### src/rtl/avrx_pkg.sv
// Shared types, constants and the instruction decoder for the 8-bit
// instruction executor. No dependencies; used by every file under rtl/.
package avrx_pkg;

  localparam int PC_BITS   = 12;
  localparam int REG_COUNT = 32;
  localparam int REG_BITS  = $clog2(REG_COUNT);
  localparam int ROWS      = REG_COUNT / 2;
  localparam int ROW_BITS  = REG_BITS - 1;

  localparam logic [5:0] PORT_ADDR = 6'h18;

  localparam int FLAG_C = 0;
  localparam int FLAG_Z = 1;
  localparam int FLAG_N = 2;
  localparam int FLAG_V = 3;
  localparam int FLAG_S = 4;
  localparam int FLAG_H = 5;

  typedef enum logic [3:0] {
    OP_NOP,
    OP_ADD,
    OP_ADC,
    OP_SUB,
    OP_SUBI,
    OP_SBCI,
    OP_SBIW,
    OP_LDI,
    OP_CLC,
    OP_SEC,
    OP_OUT,
    OP_RJMP,
    OP_BRNE
  } op_t;

  // One write into the register file: a row holds an even/odd register pair.
  typedef struct packed {
    logic                en;
    logic [ROW_BITS-1:0] row;
    logic [1:0]          be;
    logic [15:0]         data;
  } wr_req_t;

  function automatic op_t decode(input logic [15:0] w);
    op_t op;
    op = OP_NOP;
    unique casez (w)
      16'b0000_11??_????_????: op = OP_ADD;
      16'b0001_11??_????_????: op = OP_ADC;
      16'b0001_10??_????_????: op = OP_SUB;
      16'b0101_????_????_????: op = OP_SUBI;
      16'b0100_????_????_????: op = OP_SBCI;
      16'b1001_0111_????_????: op = OP_SBIW;
      16'b1110_????_????_????: op = OP_LDI;
      16'b1001_0100_1000_1000: op = OP_CLC;
      16'b1001_0100_0000_1000: op = OP_SEC;
      16'b1011_1???_????_????: op = OP_OUT;
      16'b1100_????_????_????: op = OP_RJMP;
      16'b1111_01??_????_?001: op = OP_BRNE;
      default:                 op = OP_NOP;
    endcase
    return op;
  endfunction

endpackage

### src/rtl/avrx_regfile.sv
// Register file: a 16-row by 16-bit synchronous memory of register pairs,
// two registered read ports, one byte-enabled write port, per-register valid
// bits for the all-zero reset, and forwarding of a write that lands together
// with a read. Depends on avrx_pkg.
module avrx_regfile (
  input  logic                          clk,
  input  logic                          rst,
  input  logic                          rd_en,
  input  logic [avrx_pkg::ROW_BITS-1:0] raddr_a,
  input  logic [avrx_pkg::ROW_BITS-1:0] raddr_b,
  input  avrx_pkg::wr_req_t             wr,
  output logic [15:0]                   rdata_a,
  output logic [15:0]                   rdata_b
);

  logic [15:0]                   mem [avrx_pkg::ROWS];
  logic [15:0]                   q_a;
  logic [15:0]                   q_b;
  logic [avrx_pkg::ROW_BITS-1:0] row_a;
  logic [avrx_pkg::ROW_BITS-1:0] row_b;
  logic [avrx_pkg::REG_COUNT-1:0] vld;
  avrx_pkg::wr_req_t             fwd;

  always_ff @(posedge clk) begin
    if (wr.en) begin
      if (wr.be[0]) mem[wr.row][7:0]  <= wr.data[7:0];
      if (wr.be[1]) mem[wr.row][15:8] <= wr.data[15:8];
    end
    if (rd_en) begin
      q_a   <= mem[raddr_a];
      q_b   <= mem[raddr_b];
      row_a <= raddr_a;
      row_b <= raddr_b;
    end
  end

  // The write that shares a clock edge with a read is captured with it, so
  // the read data can be patched with the newer bytes.
  always_ff @(posedge clk) begin
    if (rst) begin
      vld <= '0;
      fwd <= '0;
    end else begin
      if (wr.en) begin
        if (wr.be[0]) vld[{wr.row, 1'b0}] <= 1'b1;
        if (wr.be[1]) vld[{wr.row, 1'b1}] <= 1'b1;
      end
      if (rd_en) fwd <= wr;
    end
  end

  function automatic logic [15:0] merge(
    input logic [15:0]                   q,
    input logic [avrx_pkg::ROW_BITS-1:0] row,
    input avrx_pkg::wr_req_t             f,
    input logic [avrx_pkg::REG_COUNT-1:0] v
  );
    logic [15:0] d;
    d = '0;
    for (int j = 0; j < 2; j++) begin
      if (f.en && f.be[j] && (f.row == row)) begin
        d[j*8 +: 8] = f.data[j*8 +: 8];
      end else if (v[{row, 1'(j)}]) begin
        d[j*8 +: 8] = q[j*8 +: 8];
      end
    end
    return d;
  endfunction

  assign rdata_a = merge(q_a, row_a, fwd, vld);
  assign rdata_b = merge(q_b, row_b, fwd, vld);

endmodule

### src/rtl/avr_subset_instruction_execute_top.sv
// Top level of the 8-bit instruction executor: decode, register file reads,
// execute, write-back and the result register. Depends on avrx_pkg and
// avrx_regfile.
//
// Usage: one instruction word enters per item on the input channel
// (instruction, in_valid, in_ready). For each item exactly one result item
// leaves on the output channel (out_valid, out_ready) with the next PC, the
// status flags, the pin levels and the register write, if any.
// The edge that accepts an item also issues the register file reads; the item
// waits in the execute stage while the result register stalls, and the edge
// that executes it loads the result register. Throughput is one item per cycle
// while out_ready is high; the register file serves both operand reads of an
// item from its two read ports and takes one write (a byte, or a full pair for
// SBIW) per cycle. A write that lands on the edge of the next item's read is
// forwarded into that item's operands, so dependent items run back to back.
// Reset (rst, synchronous, active high) clears the flags, the PC, the pin
// levels and the register file valid bits, so every register reads as zero
// until written; both pipeline stages are emptied. When the receiver holds
// out_ready low, the result register keeps its item, the execute stage holds
// one more item, and in_ready drops until the result is taken.
module avr_subset_instruction_execute_top (
  input  logic        clk,
  input  logic        rst,
  input  logic [15:0] instruction,
  input  logic        in_valid,
  output logic        in_ready,
  output logic [11:0] next_pc,
  output logic [7:0]  status_flags,
  output logic [5:0]  pin_levels,
  output logic        reg_written,
  output logic [4:0]  written_index,
  output logic [7:0]  written_value,
  output logic        out_valid,
  input  logic        out_ready
);

  // Decode stage: pick the register pair rows to read.
  avrx_pkg::op_t                 op0;
  logic [avrx_pkg::ROW_BITS-1:0] raddr_a;
  logic [avrx_pkg::ROW_BITS-1:0] raddr_b;
  logic                          in_fire;

  // Execute stage.
  logic                          s1_valid;
  avrx_pkg::op_t                 s1_op;
  logic [15:0]                   s1_instr;
  logic                          s1_go;
  logic [15:0]                   rdata_a;
  logic [15:0]                   rdata_b;

  // Architectural state outside the register file.
  logic [7:0]                    flags;
  logic [7:0]                    flags_next;
  logic [avrx_pkg::PC_BITS-1:0]  pc;
  logic [avrx_pkg::PC_BITS-1:0]  pc_next;
  logic [5:0]                    port;
  logic [5:0]                    port_next;

  avrx_pkg::wr_req_t             wr;
  logic                          wrote;
  logic [avrx_pkg::REG_BITS-1:0] widx;
  logic [7:0]                    wval;

  assign op0     = avrx_pkg::decode(instruction);
  assign in_fire = in_valid && in_ready;
  assign s1_go   = s1_valid && (!out_valid || out_ready);
  assign in_ready = !s1_valid || s1_go;

  // Port A carries the destination (or the SBIW pair), port B the source.
  always_comb begin
    unique case (op0)
      avrx_pkg::OP_SUBI, avrx_pkg::OP_SBCI, avrx_pkg::OP_LDI: begin
        raddr_a = {1'b1, instruction[7:5]};
      end
      avrx_pkg::OP_SBIW: begin
        raddr_a = {2'b11, instruction[5:4]};
      end
      default: begin
        raddr_a = instruction[8:5];
      end
    endcase
  end
  assign raddr_b = {instruction[9], instruction[3:1]};

  avrx_regfile u_regfile (
    .clk     (clk),
    .rst     (rst),
    .rd_en   (in_fire),
    .raddr_a (raddr_a),
    .raddr_b (raddr_b),
    .wr      (wr),
    .rdata_a (rdata_a),
    .rdata_b (rdata_b)
  );

  always_ff @(posedge clk) begin
    if (rst) begin
      s1_valid <= 1'b0;
    end else if (in_fire) begin
      s1_valid <= 1'b1;
    end else if (s1_go) begin
      s1_valid <= 1'b0;
    end
  end

  always_ff @(posedge clk) begin
    if (in_fire) begin
      s1_op    <= op0;
      s1_instr <= instruction;
    end
  end

  // Operand and immediate fields of the instruction in the execute stage.
  logic [avrx_pkg::REG_BITS-1:0] rd5;
  logic [avrx_pkg::REG_BITS-1:0] rdh;
  logic [7:0]                    kimm;
  logic [7:0]                    a;
  logic [7:0]                    b_reg;
  logic [7:0]                    b;
  logic                          is_sub;
  logic                          use_imm;
  logic                          cin;
  logic [8:0]                    sum9;
  logic [8:0]                    dif9;
  logic [8:0]                    res9;
  logic [7:0]                    r;
  logic                          hc;
  logic                          vf;
  logic                          zf;
  logic [15:0]                   k16;
  logic [15:0]                   res16;
  logic                          v16;
  logic [5:0]                    io_addr;
  logic [15:0]                   rj_off;
  logic [15:0]                   br_off;
  logic [avrx_pkg::PC_BITS-1:0]  pc_inc;

  assign rd5     = s1_instr[8:4];
  assign rdh     = {1'b1, s1_instr[7:4]};
  assign kimm    = {s1_instr[11:8], s1_instr[3:0]};
  // Bit 4 selects the byte of the pair for both the full and the upper-half
  // register forms.
  assign a       = s1_instr[4] ? rdata_a[15:8] : rdata_a[7:0];
  assign b_reg   = s1_instr[0] ? rdata_b[15:8] : rdata_b[7:0];
  assign use_imm = (s1_op == avrx_pkg::OP_SUBI) || (s1_op == avrx_pkg::OP_SBCI);
  assign is_sub  = use_imm || (s1_op == avrx_pkg::OP_SUB);
  assign cin     = ((s1_op == avrx_pkg::OP_ADC) || (s1_op == avrx_pkg::OP_SBCI))
                   && flags[avrx_pkg::FLAG_C];
  assign b       = use_imm ? kimm : b_reg;
  assign sum9    = {1'b0, a} + {1'b0, b} + {8'b0, cin};
  assign dif9    = {1'b0, a} - {1'b0, b} - {8'b0, cin};
  assign res9    = is_sub ? dif9 : sum9;
  assign r       = res9[7:0];
  assign hc      = a[4] ^ b[4] ^ res9[4];
  assign vf      = is_sub ? ((a[7] ^ b[7]) & (a[7] ^ r[7]))
                          : ((a[7] ^ r[7]) & (b[7] ^ r[7]));
  // SBCI only keeps Z set across a zero result; it never sets it.
  assign zf      = (r == 8'h00) &&
                   ((s1_op != avrx_pkg::OP_SBCI) || flags[avrx_pkg::FLAG_Z]);

  assign k16     = {10'b0, s1_instr[7:6], s1_instr[3:0]};
  assign res16   = rdata_a - k16;
  assign v16     = rdata_a[15] & ~res16[15];

  assign io_addr = {s1_instr[10:9], s1_instr[3:0]};
  assign rj_off  = {{4{s1_instr[11]}}, s1_instr[11:0]};
  assign br_off  = {{9{s1_instr[9]}}, s1_instr[9:3]};
  assign pc_inc  = pc + avrx_pkg::PC_BITS'(1);

  always_comb begin
    flags_next = flags;
    pc_next    = pc_inc;
    port_next  = port;
    wrote      = 1'b0;
    widx       = '0;
    wval       = '0;
    wr         = '0;
    unique case (s1_op)
      avrx_pkg::OP_ADD, avrx_pkg::OP_ADC, avrx_pkg::OP_SUB,
      avrx_pkg::OP_SUBI, avrx_pkg::OP_SBCI: begin
        flags_next[avrx_pkg::FLAG_C] = res9[8];
        flags_next[avrx_pkg::FLAG_Z] = zf;
        flags_next[avrx_pkg::FLAG_N] = r[7];
        flags_next[avrx_pkg::FLAG_V] = vf;
        flags_next[avrx_pkg::FLAG_S] = r[7] ^ vf;
        flags_next[avrx_pkg::FLAG_H] = hc;
        wrote = 1'b1;
        widx  = use_imm ? rdh : rd5;
        wval  = r;
      end
      avrx_pkg::OP_LDI: begin
        wrote = 1'b1;
        widx  = rdh;
        wval  = kimm;
      end
      avrx_pkg::OP_SBIW: begin
        flags_next[avrx_pkg::FLAG_C] = res16[15] & ~rdata_a[15];
        flags_next[avrx_pkg::FLAG_Z] = (res16 == 16'h0000);
        flags_next[avrx_pkg::FLAG_N] = res16[15];
        flags_next[avrx_pkg::FLAG_V] = v16;
        flags_next[avrx_pkg::FLAG_S] = res16[15] ^ v16;
        wrote = 1'b1;
        widx  = {2'b11, s1_instr[5:4], 1'b0};
        wval  = res16[7:0];
      end
      avrx_pkg::OP_CLC: flags_next[avrx_pkg::FLAG_C] = 1'b0;
      avrx_pkg::OP_SEC: flags_next[avrx_pkg::FLAG_C] = 1'b1;
      avrx_pkg::OP_OUT: begin
        if (io_addr == avrx_pkg::PORT_ADDR) port_next = a[5:0];
      end
      avrx_pkg::OP_RJMP: pc_next = pc_inc + rj_off[avrx_pkg::PC_BITS-1:0];
      avrx_pkg::OP_BRNE: begin
        if (!flags[avrx_pkg::FLAG_Z]) pc_next = pc_inc + br_off[avrx_pkg::PC_BITS-1:0];
      end
      default: begin
      end
    endcase

    // A word op writes the whole pair; byte ops write one half of the row.
    wr.en   = wrote && s1_go;
    wr.row  = widx[avrx_pkg::REG_BITS-1:1];
    if (s1_op == avrx_pkg::OP_SBIW) begin
      wr.be   = 2'b11;
      wr.data = res16;
    end else begin
      wr.be   = widx[0] ? 2'b10 : 2'b01;
      wr.data = {wval, wval};
    end
  end

  always_ff @(posedge clk) begin
    if (rst) begin
      flags <= '0;
      pc    <= '0;
      port  <= '0;
    end else if (s1_go) begin
      flags <= flags_next;
      pc    <= pc_next;
      port  <= port_next;
    end
  end

  // Result register: the receiver may stall it while execute fills behind.
  always_ff @(posedge clk) begin
    if (rst) begin
      out_valid <= 1'b0;
    end else if (s1_go) begin
      out_valid <= 1'b1;
    end else if (out_ready) begin
      out_valid <= 1'b0;
    end
  end

  always_ff @(posedge clk) begin
    if (s1_go) begin
      next_pc       <= 12'(pc_next);
      status_flags  <= flags_next;
      pin_levels    <= port_next;
      reg_written   <= wrote;
      written_index <= widx;
      written_value <= wval;
    end
  end

  a_accept_fills_stage: assert property (@(posedge clk) disable iff (rst)
    in_fire |=> s1_valid)
    else $error("accepted item did not reach the execute stage");

  a_stall_holds_stage: assert property (@(posedge clk) disable iff (rst)
    s1_valid && !s1_go |=> s1_valid && $stable(s1_instr))
    else $error("stalled execute stage lost its item");

  a_exec_loads_result: assert property (@(posedge clk) disable iff (rst)
    s1_go |=> out_valid)
    else $error("executed item produced no result");

  a_write_only_on_exec: assert property (@(posedge clk) disable iff (rst)
    wr.en |-> s1_go && wrote)
    else $error("register write outside of execution");

  a_pair_write_full: assert property (@(posedge clk) disable iff (rst)
    wr.en && (s1_op == avrx_pkg::OP_SBIW) |-> wr.be == 2'b11)
    else $error("word write did not update both registers of the pair");

endmodule

### config.mk
export PLATFORM = sky130hd
export DESIGN_NAME = avr_subset_instruction_execute_top
export DESIGN_NICKNAME = d
export VERILOG_FILES = /design/src/rtl/avrx_pkg.sv /design/src/rtl/avrx_regfile.sv /design/src/rtl/avr_subset_instruction_execute_top.sv
export SDC_FILE = /design/constraint.sdc
export NUM_CORES = 1
export LEC_CHECK = 0
export BUFFER_PORTS_ARGS = -buffer_cell sky130_fd_sc_hd__buf_4
export CORE_ASPECT_RATIO = 1.4
export CORE_MARGIN = 2
export CORE_UTILIZATION = 41
export DETAILED_ROUTE_END_ITERATION = 6
export GPL_TIMING_DRIVEN = 0
export PLACE_DENSITY_LB_ADDON = 0.05
export SYNTH_ARGS = -nofsm -noshare
export SYNTH_HDL_FRONTEND = slang
export SYNTH_SLANG_ARGS = --single-unit
### constraint.sdc
create_clock -name clk -period 7.6 [get_ports clk]
set_input_delay 2.28 -clock clk [delete_from_list [all_inputs] [get_ports clk]]
set_output_delay 2.28 -clock clk [all_outputs]
set_load 0.05 [all_outputs]
==> impl.org <==
** Hold path
- The worst hold path was traced through 2 stages.
- In this run the most critical hold path is launched from port[0].
- Worst hold path type :: reg -> reg
- The path with the worst hold slack has its endpoint at port[0].

** Clocking
- The H-tree generated during clock tree synthesis spans 2 levels.
- The root buffer cell chosen for the clock tree is sky130_fd_sc_hd__clkbuf_16.
- Reg clk slew, reported paths :: 60 ps
- The clock passes through at most 3 buffers.
- Counting the buffers created by CTS gives 46.
- The clock reaches the later pin of the worst-skew pair after 590 ps.
- Clock tree from TritonCTS :: done
- CTS saw 427 sinks.
- Buffers added to address setup during post-CTS repair amount to 0.

** Finish
- Commonest cells after routing, fill and taps aside :: sky130_fd_sc_hd__edfxtp_1, sky130_fd_sc_hd__nand2_1, sky130_fd_sc_hd__mux4_2
- After routing the design area is roughly 0.025 mm².
- Count of antenna diodes in the layout :: 0
- At the end of the flow the core is filled with cells to 47.1%.
- Number of nets in the layout :: about 1900
- From synthesis to final layout, the design area changed by 13.2%.
- Leaving out filler cells and counting taps, the final layout contains 2542.
- The library cell used most frequently in the layout, excluding fill and tap cells, is sky130_fd_sc_hd__edfxtp_1.
- In the final layout, the share of cells above drive strength 1 is roughly a fifth.

** Global routing
- Pin count of the biggest net entering global routing :: 62
- First-pass GRT wire length :: about 100000 µm
- The number of antenna violations at the first check in global routing came to 1.
- Residual overflow from global routing :: 0
- The via count of the first global-routing pass was 15500.
- All-Layer GR Usage :: 25.9%

** STA
- Setup violations remaining at the end of the flow were counted as 0.
- Slew margin rel. :: 5.51%
- Worst hold slack after final layout :: about 460 ps
- Final-layout setup total negative slack :: 0 ps
- Setup slack on the critical path of the routed design comes to 354 ps.
- Number of pins with negative max-slew slack in the final report :: 0
- Transition time of the tightest slew-check pin :: between 1000 and 1500 ps
- In the finished design, the share of the clock period the worst path needs comes to around 95%.
- RSZ-0062 raised after global routing :: no
- Hold violation count in the final report :: 0
- Across the routed clock network, the largest skew measured is between 15 and 20 ps.
- For this run, the top clock speed supported by timing is 0.138 GHz.
- Minimum clock period after layout :: 7250 ps

** Critical path
- Critical path's most frequent cell :: sky130_fd_sc_hd__ha_1
- The slowest stage of the critical path is the sky130_fd_sc_hd__a221oi_1 cell.
- Data required time of the worst path :: 7900 ps
- For this run, the slowest stage of the critical path takes roughly 900 ps.
- Cell-by-cell listing of the critical path :: clkbuf_2 -> xor2_1 -> nor3_1 -> and3_1 -> clkbuf_1 -> a21oi_1 -> a221oi_1 -> o31ai_1 -> ha_1 -> ha_1 -> o21a_1 -> o21ai_0 -> nand2_1 -> or3_1 -> nand3_1 -> a221o_1 -> a21oi_2 -> inv_1
- The kind of cell with the highest combined delay along the critical path is compound AO/OA/AOI/OAI gates.
- The worst register-to-register path has a setup slack of around 350 ps.
- Number of buffers and inverters on the critical path :: 3
- Worst reg2reg path endpoint :: u_regfile.mem[11][13]
- Top fanout value on the critical path :: 18
- Counting cells, the worst reg-to-reg path comes to 18.
- The worst register-to-register path begins at s1_instr[1].
- STA classifies the critical path startpoint as a flip-flop.
- Critical Path AT :: 7540 ps
- Crit path kind :: reg -> reg
- STA classifies the critical path endpoint as a flip-flop.

** Routing
- Vias post-DR :: 15200
- The first detailed-routing pass ran for 5 iterations.
- Via count normalized by instance count :: approximately 6.0
- Number of DRC violations after detailed routing :: 0
- Aggregate routed wire length :: 72300 µm
- 1st-iter DRT viols :: 1159
- Wire length per cell after detailed routing :: 28.4 µm
- Remaining number of nets flagged by the antenna check after routing :: 0

** Logic synthesis
- Warnings, synthesis :: 0
- Counting every instance in the synthesized netlist gives 1676.
- Part of the Yosys area used for sequential elements :: 54.2%
- Counting distinct cell types in the post-synthesis netlist gives 74.
- Average instance area after synthesis :: 13.2 µm²
- Primary flip-flop cell chosen by synthesis mapping :: sky130_fd_sc_hd__edfxtp_1
- The synthesized design contains 346 enable-type register cells.
- Post-synthesis register bit count :: 427
- Combined area of all synthesized cells :: 0.0222 mm²
- Share of flip-flops with an asynchronous set or reset :: 0%

** Placement
- Half-perimeter wire length of the detailed placement result :: between 50000 and 60000 µm
- IO buf count :: 57
- Routability-driven placement finished with a final weighted congestion of 0.945.
- Total placed cells including tap cells :: 2455
- Post-Place Cell Area :: 0.0236 mm²
- Timing analysis after detailed placement gives a worst setup slack of -78.4 ps.

** Job
- Number of max-capacitance violations reported :: 0

** Power
- Total power :: around 5.8 mW
- In this run the static leakage power is 8.86 nW.
- Power spread over the standard cell area amounts to roughly 230 mW/mm².
- VDD sags by at most 154 µV.

** Floorplan
- Die height :: roughly 280 µm
- The floorplan has 100 rows.
- # IOs :: 62
- The floorplan step defined a core boundary enclosing 0.0533 mm².
- Measured along the x axis, the die boundary spans 201 µm.
- Initial standard-cell utilization of the core :: 41.6%
- Floorplan die area :: between 0.05 and 0.06 mm²

** Status
- The flow ran to the end, and the final reports show no timing, DRC or antenna violations.
==> registers in the layout, summed over array words and instances (netlist names) <==
name and count:
u_regfile.q_b 16, u_regfile.mem 256, out_valid 1, port 6, written_index 5, pin_levels 6
u_regfile.fwd 23, u_regfile.q_a 16, status_flags 6, s1_instr 12, written_value 8, pc 12
s1_valid 1, flags 6, s1_op 4, u_regfile.vld 32, reg_written 1, next_pc 12
u_regfile.row_a 4
==> cell usage after synthesis (8+ instances only) <==
master | n | share of area (%)
sky130_fd_sc_hd__edfxtp_1 | 346 | 47
sky130_fd_sc_hd__nand2_1 | 171 | 2.9
sky130_fd_sc_hd__mux4_2 | 162 | 16
sky130_fd_sc_hd__nor2_1 | 141 | 2.4
sky130_fd_sc_hd__dfxtp_1 | 81 | 7.3
sky130_fd_sc_hd__clkbuf_1 | 68 | 1.2
sky130_fd_sc_hd__a21oi_1 | 67 | 1.5
sky130_fd_sc_hd__inv_1 | 60 | 1.0
sky130_fd_sc_hd__ha_1 | 50 | 2.8
sky130_fd_sc_hd__o21ai_0 | 42 | 0.95
sky130_fd_sc_hd__nor3_1 | 39 | 0.88
sky130_fd_sc_hd__o21a_1 | 39 | 1.3
sky130_fd_sc_hd__xnor2_1 | 33 | 1.3
sky130_fd_sc_hd__and3_1 | 29 | 0.82
sky130_fd_sc_hd__a31oi_1 | 27 | 0.76
sky130_fd_sc_hd__nand3_1 | 25 | 0.56
sky130_fd_sc_hd__nand2b_1 | 20 | 0.56
sky130_fd_sc_hd__xor2_1 | 19 | 0.75
sky130_fd_sc_hd__mux2i_1 | 18 | 0.81
sky130_fd_sc_hd__nor2b_1 | 17 | 0.48
sky130_fd_sc_hd__buf_1 | 16 | 0.27
sky130_fd_sc_hd__a21o_1 | 15 | 0.51
sky130_fd_sc_hd__a221oi_1 | 13 | 0.51
sky130_fd_sc_hd__o31ai_1 | 13 | 0.44
sky130_fd_sc_hd__a211oi_1 | 11 | 0.37
sky130_fd_sc_hd__mux2_2 | 11 | 0.56
sky130_fd_sc_hd__o211a_1 | 11 | 0.50
sky130_fd_sc_hd__nand3b_1 | 10 | 0.34
sky130_fd_sc_hd__a221o_1 | 9 | 0.41
sky130_fd_sc_hd__a22oi_1 | 9 | 0.30
sky130_fd_sc_hd__nand4_1 | 9 | 0.25
sky130_fd_sc_hd__o221ai_1 | 9 | 0.36
sky130_fd_sc_hd__fa_1 | 8 | 0.72
==> worst reg2reg max path, stage by stage (launching register included) <==
cell and delay [ps]:
sky130_fd_sc_hd__edfxtp_1 620, sky130_fd_sc_hd__clkbuf_2 520, sky130_fd_sc_hd__xor2_1 120, sky130_fd_sc_hd__nor3_1 360, sky130_fd_sc_hd__and3_1 220, sky130_fd_sc_hd__clkbuf_1 310, sky130_fd_sc_hd__a21oi_1 200, sky130_fd_sc_hd__a221oi_1 900
sky130_fd_sc_hd__o31ai_1 240, sky130_fd_sc_hd__ha_1 430, sky130_fd_sc_hd__ha_1 390, sky130_fd_sc_hd__o21a_1 140, sky130_fd_sc_hd__o21ai_0 240, sky130_fd_sc_hd__nand2_1 140, sky130_fd_sc_hd__or3_1 390, sky130_fd_sc_hd__nand3_1 210
sky130_fd_sc_hd__a221o_1 750, sky130_fd_sc_hd__a21oi_2 260, sky130_fd_sc_hd__inv_1 510
==> power breakdown <==
part	switching, mW	internal, mW
registers	0.0505	2.66
clock network	0.949	1.26
logic	0.556	0.281
total	1.56	4.20
==> repair_timing <==
item / in CTS / in global routing
gates resized for setup: 2 / 1
setup endpoints to repair: 32 / 16
hold buffers: 0 / 0
==> cell families after synthesis <==
kind of cell / after synthesis / share of synthesized area (%)
AOI/OAI and AO/OA: 311 / 9.82
xor gates and xnor gates: 52 / 2.05
and+or+nand+nor: 480 / 9.81
buffers and inverters: 156 / 2.75
other: 1 / 0.0169
muxes: 191 / 17.8
DFF: 427 / 54.2
adders and majority gates: 58 / 3.54
==> final cells by class <==
type                       count  area, µm²
buffer                        94        383
clock buffer                  74       1360
clock inverter                11        113
fill                        4838      28200
inverter                      62        233
multi-input combinational   1094       9590
sequential                   427      12000
tap                          714        893
timing repair buffer          66        520
==> worst max path at each step <==
stage	slack, ps	depth (start not counted)	start	end
6_report	350	18	s1_instr[1]	u_regfile.mem[11][13]
4_1_cts	100	16	u_regfile.row_a[2]	u_regfile.mem[1][10]
3_5_place_dp	-80	19	s1_instr[1]	u_regfile.mem[0][15]
5_1_grt	30	20	u_regfile.row_a[2]	u_regfile.fwd[12]
2_1_floorplan	1980	18	s1_instr[1]	u_regfile.fwd[14]
3_3_place_gp	-510	16	u_regfile.row_a[2]	u_regfile.mem[10][9]
==> metal layers <==
metal,up-vias,GRT usage (%),wire length [µm]
met1,7754,27.6,25500
met3,151,3.43,3340
met2,512,49.6,39200
li1,6743,-,-
met5,-,0,11
met4,2,13.6,4130
No activity file was read; power rests on OpenSTA's default activity.
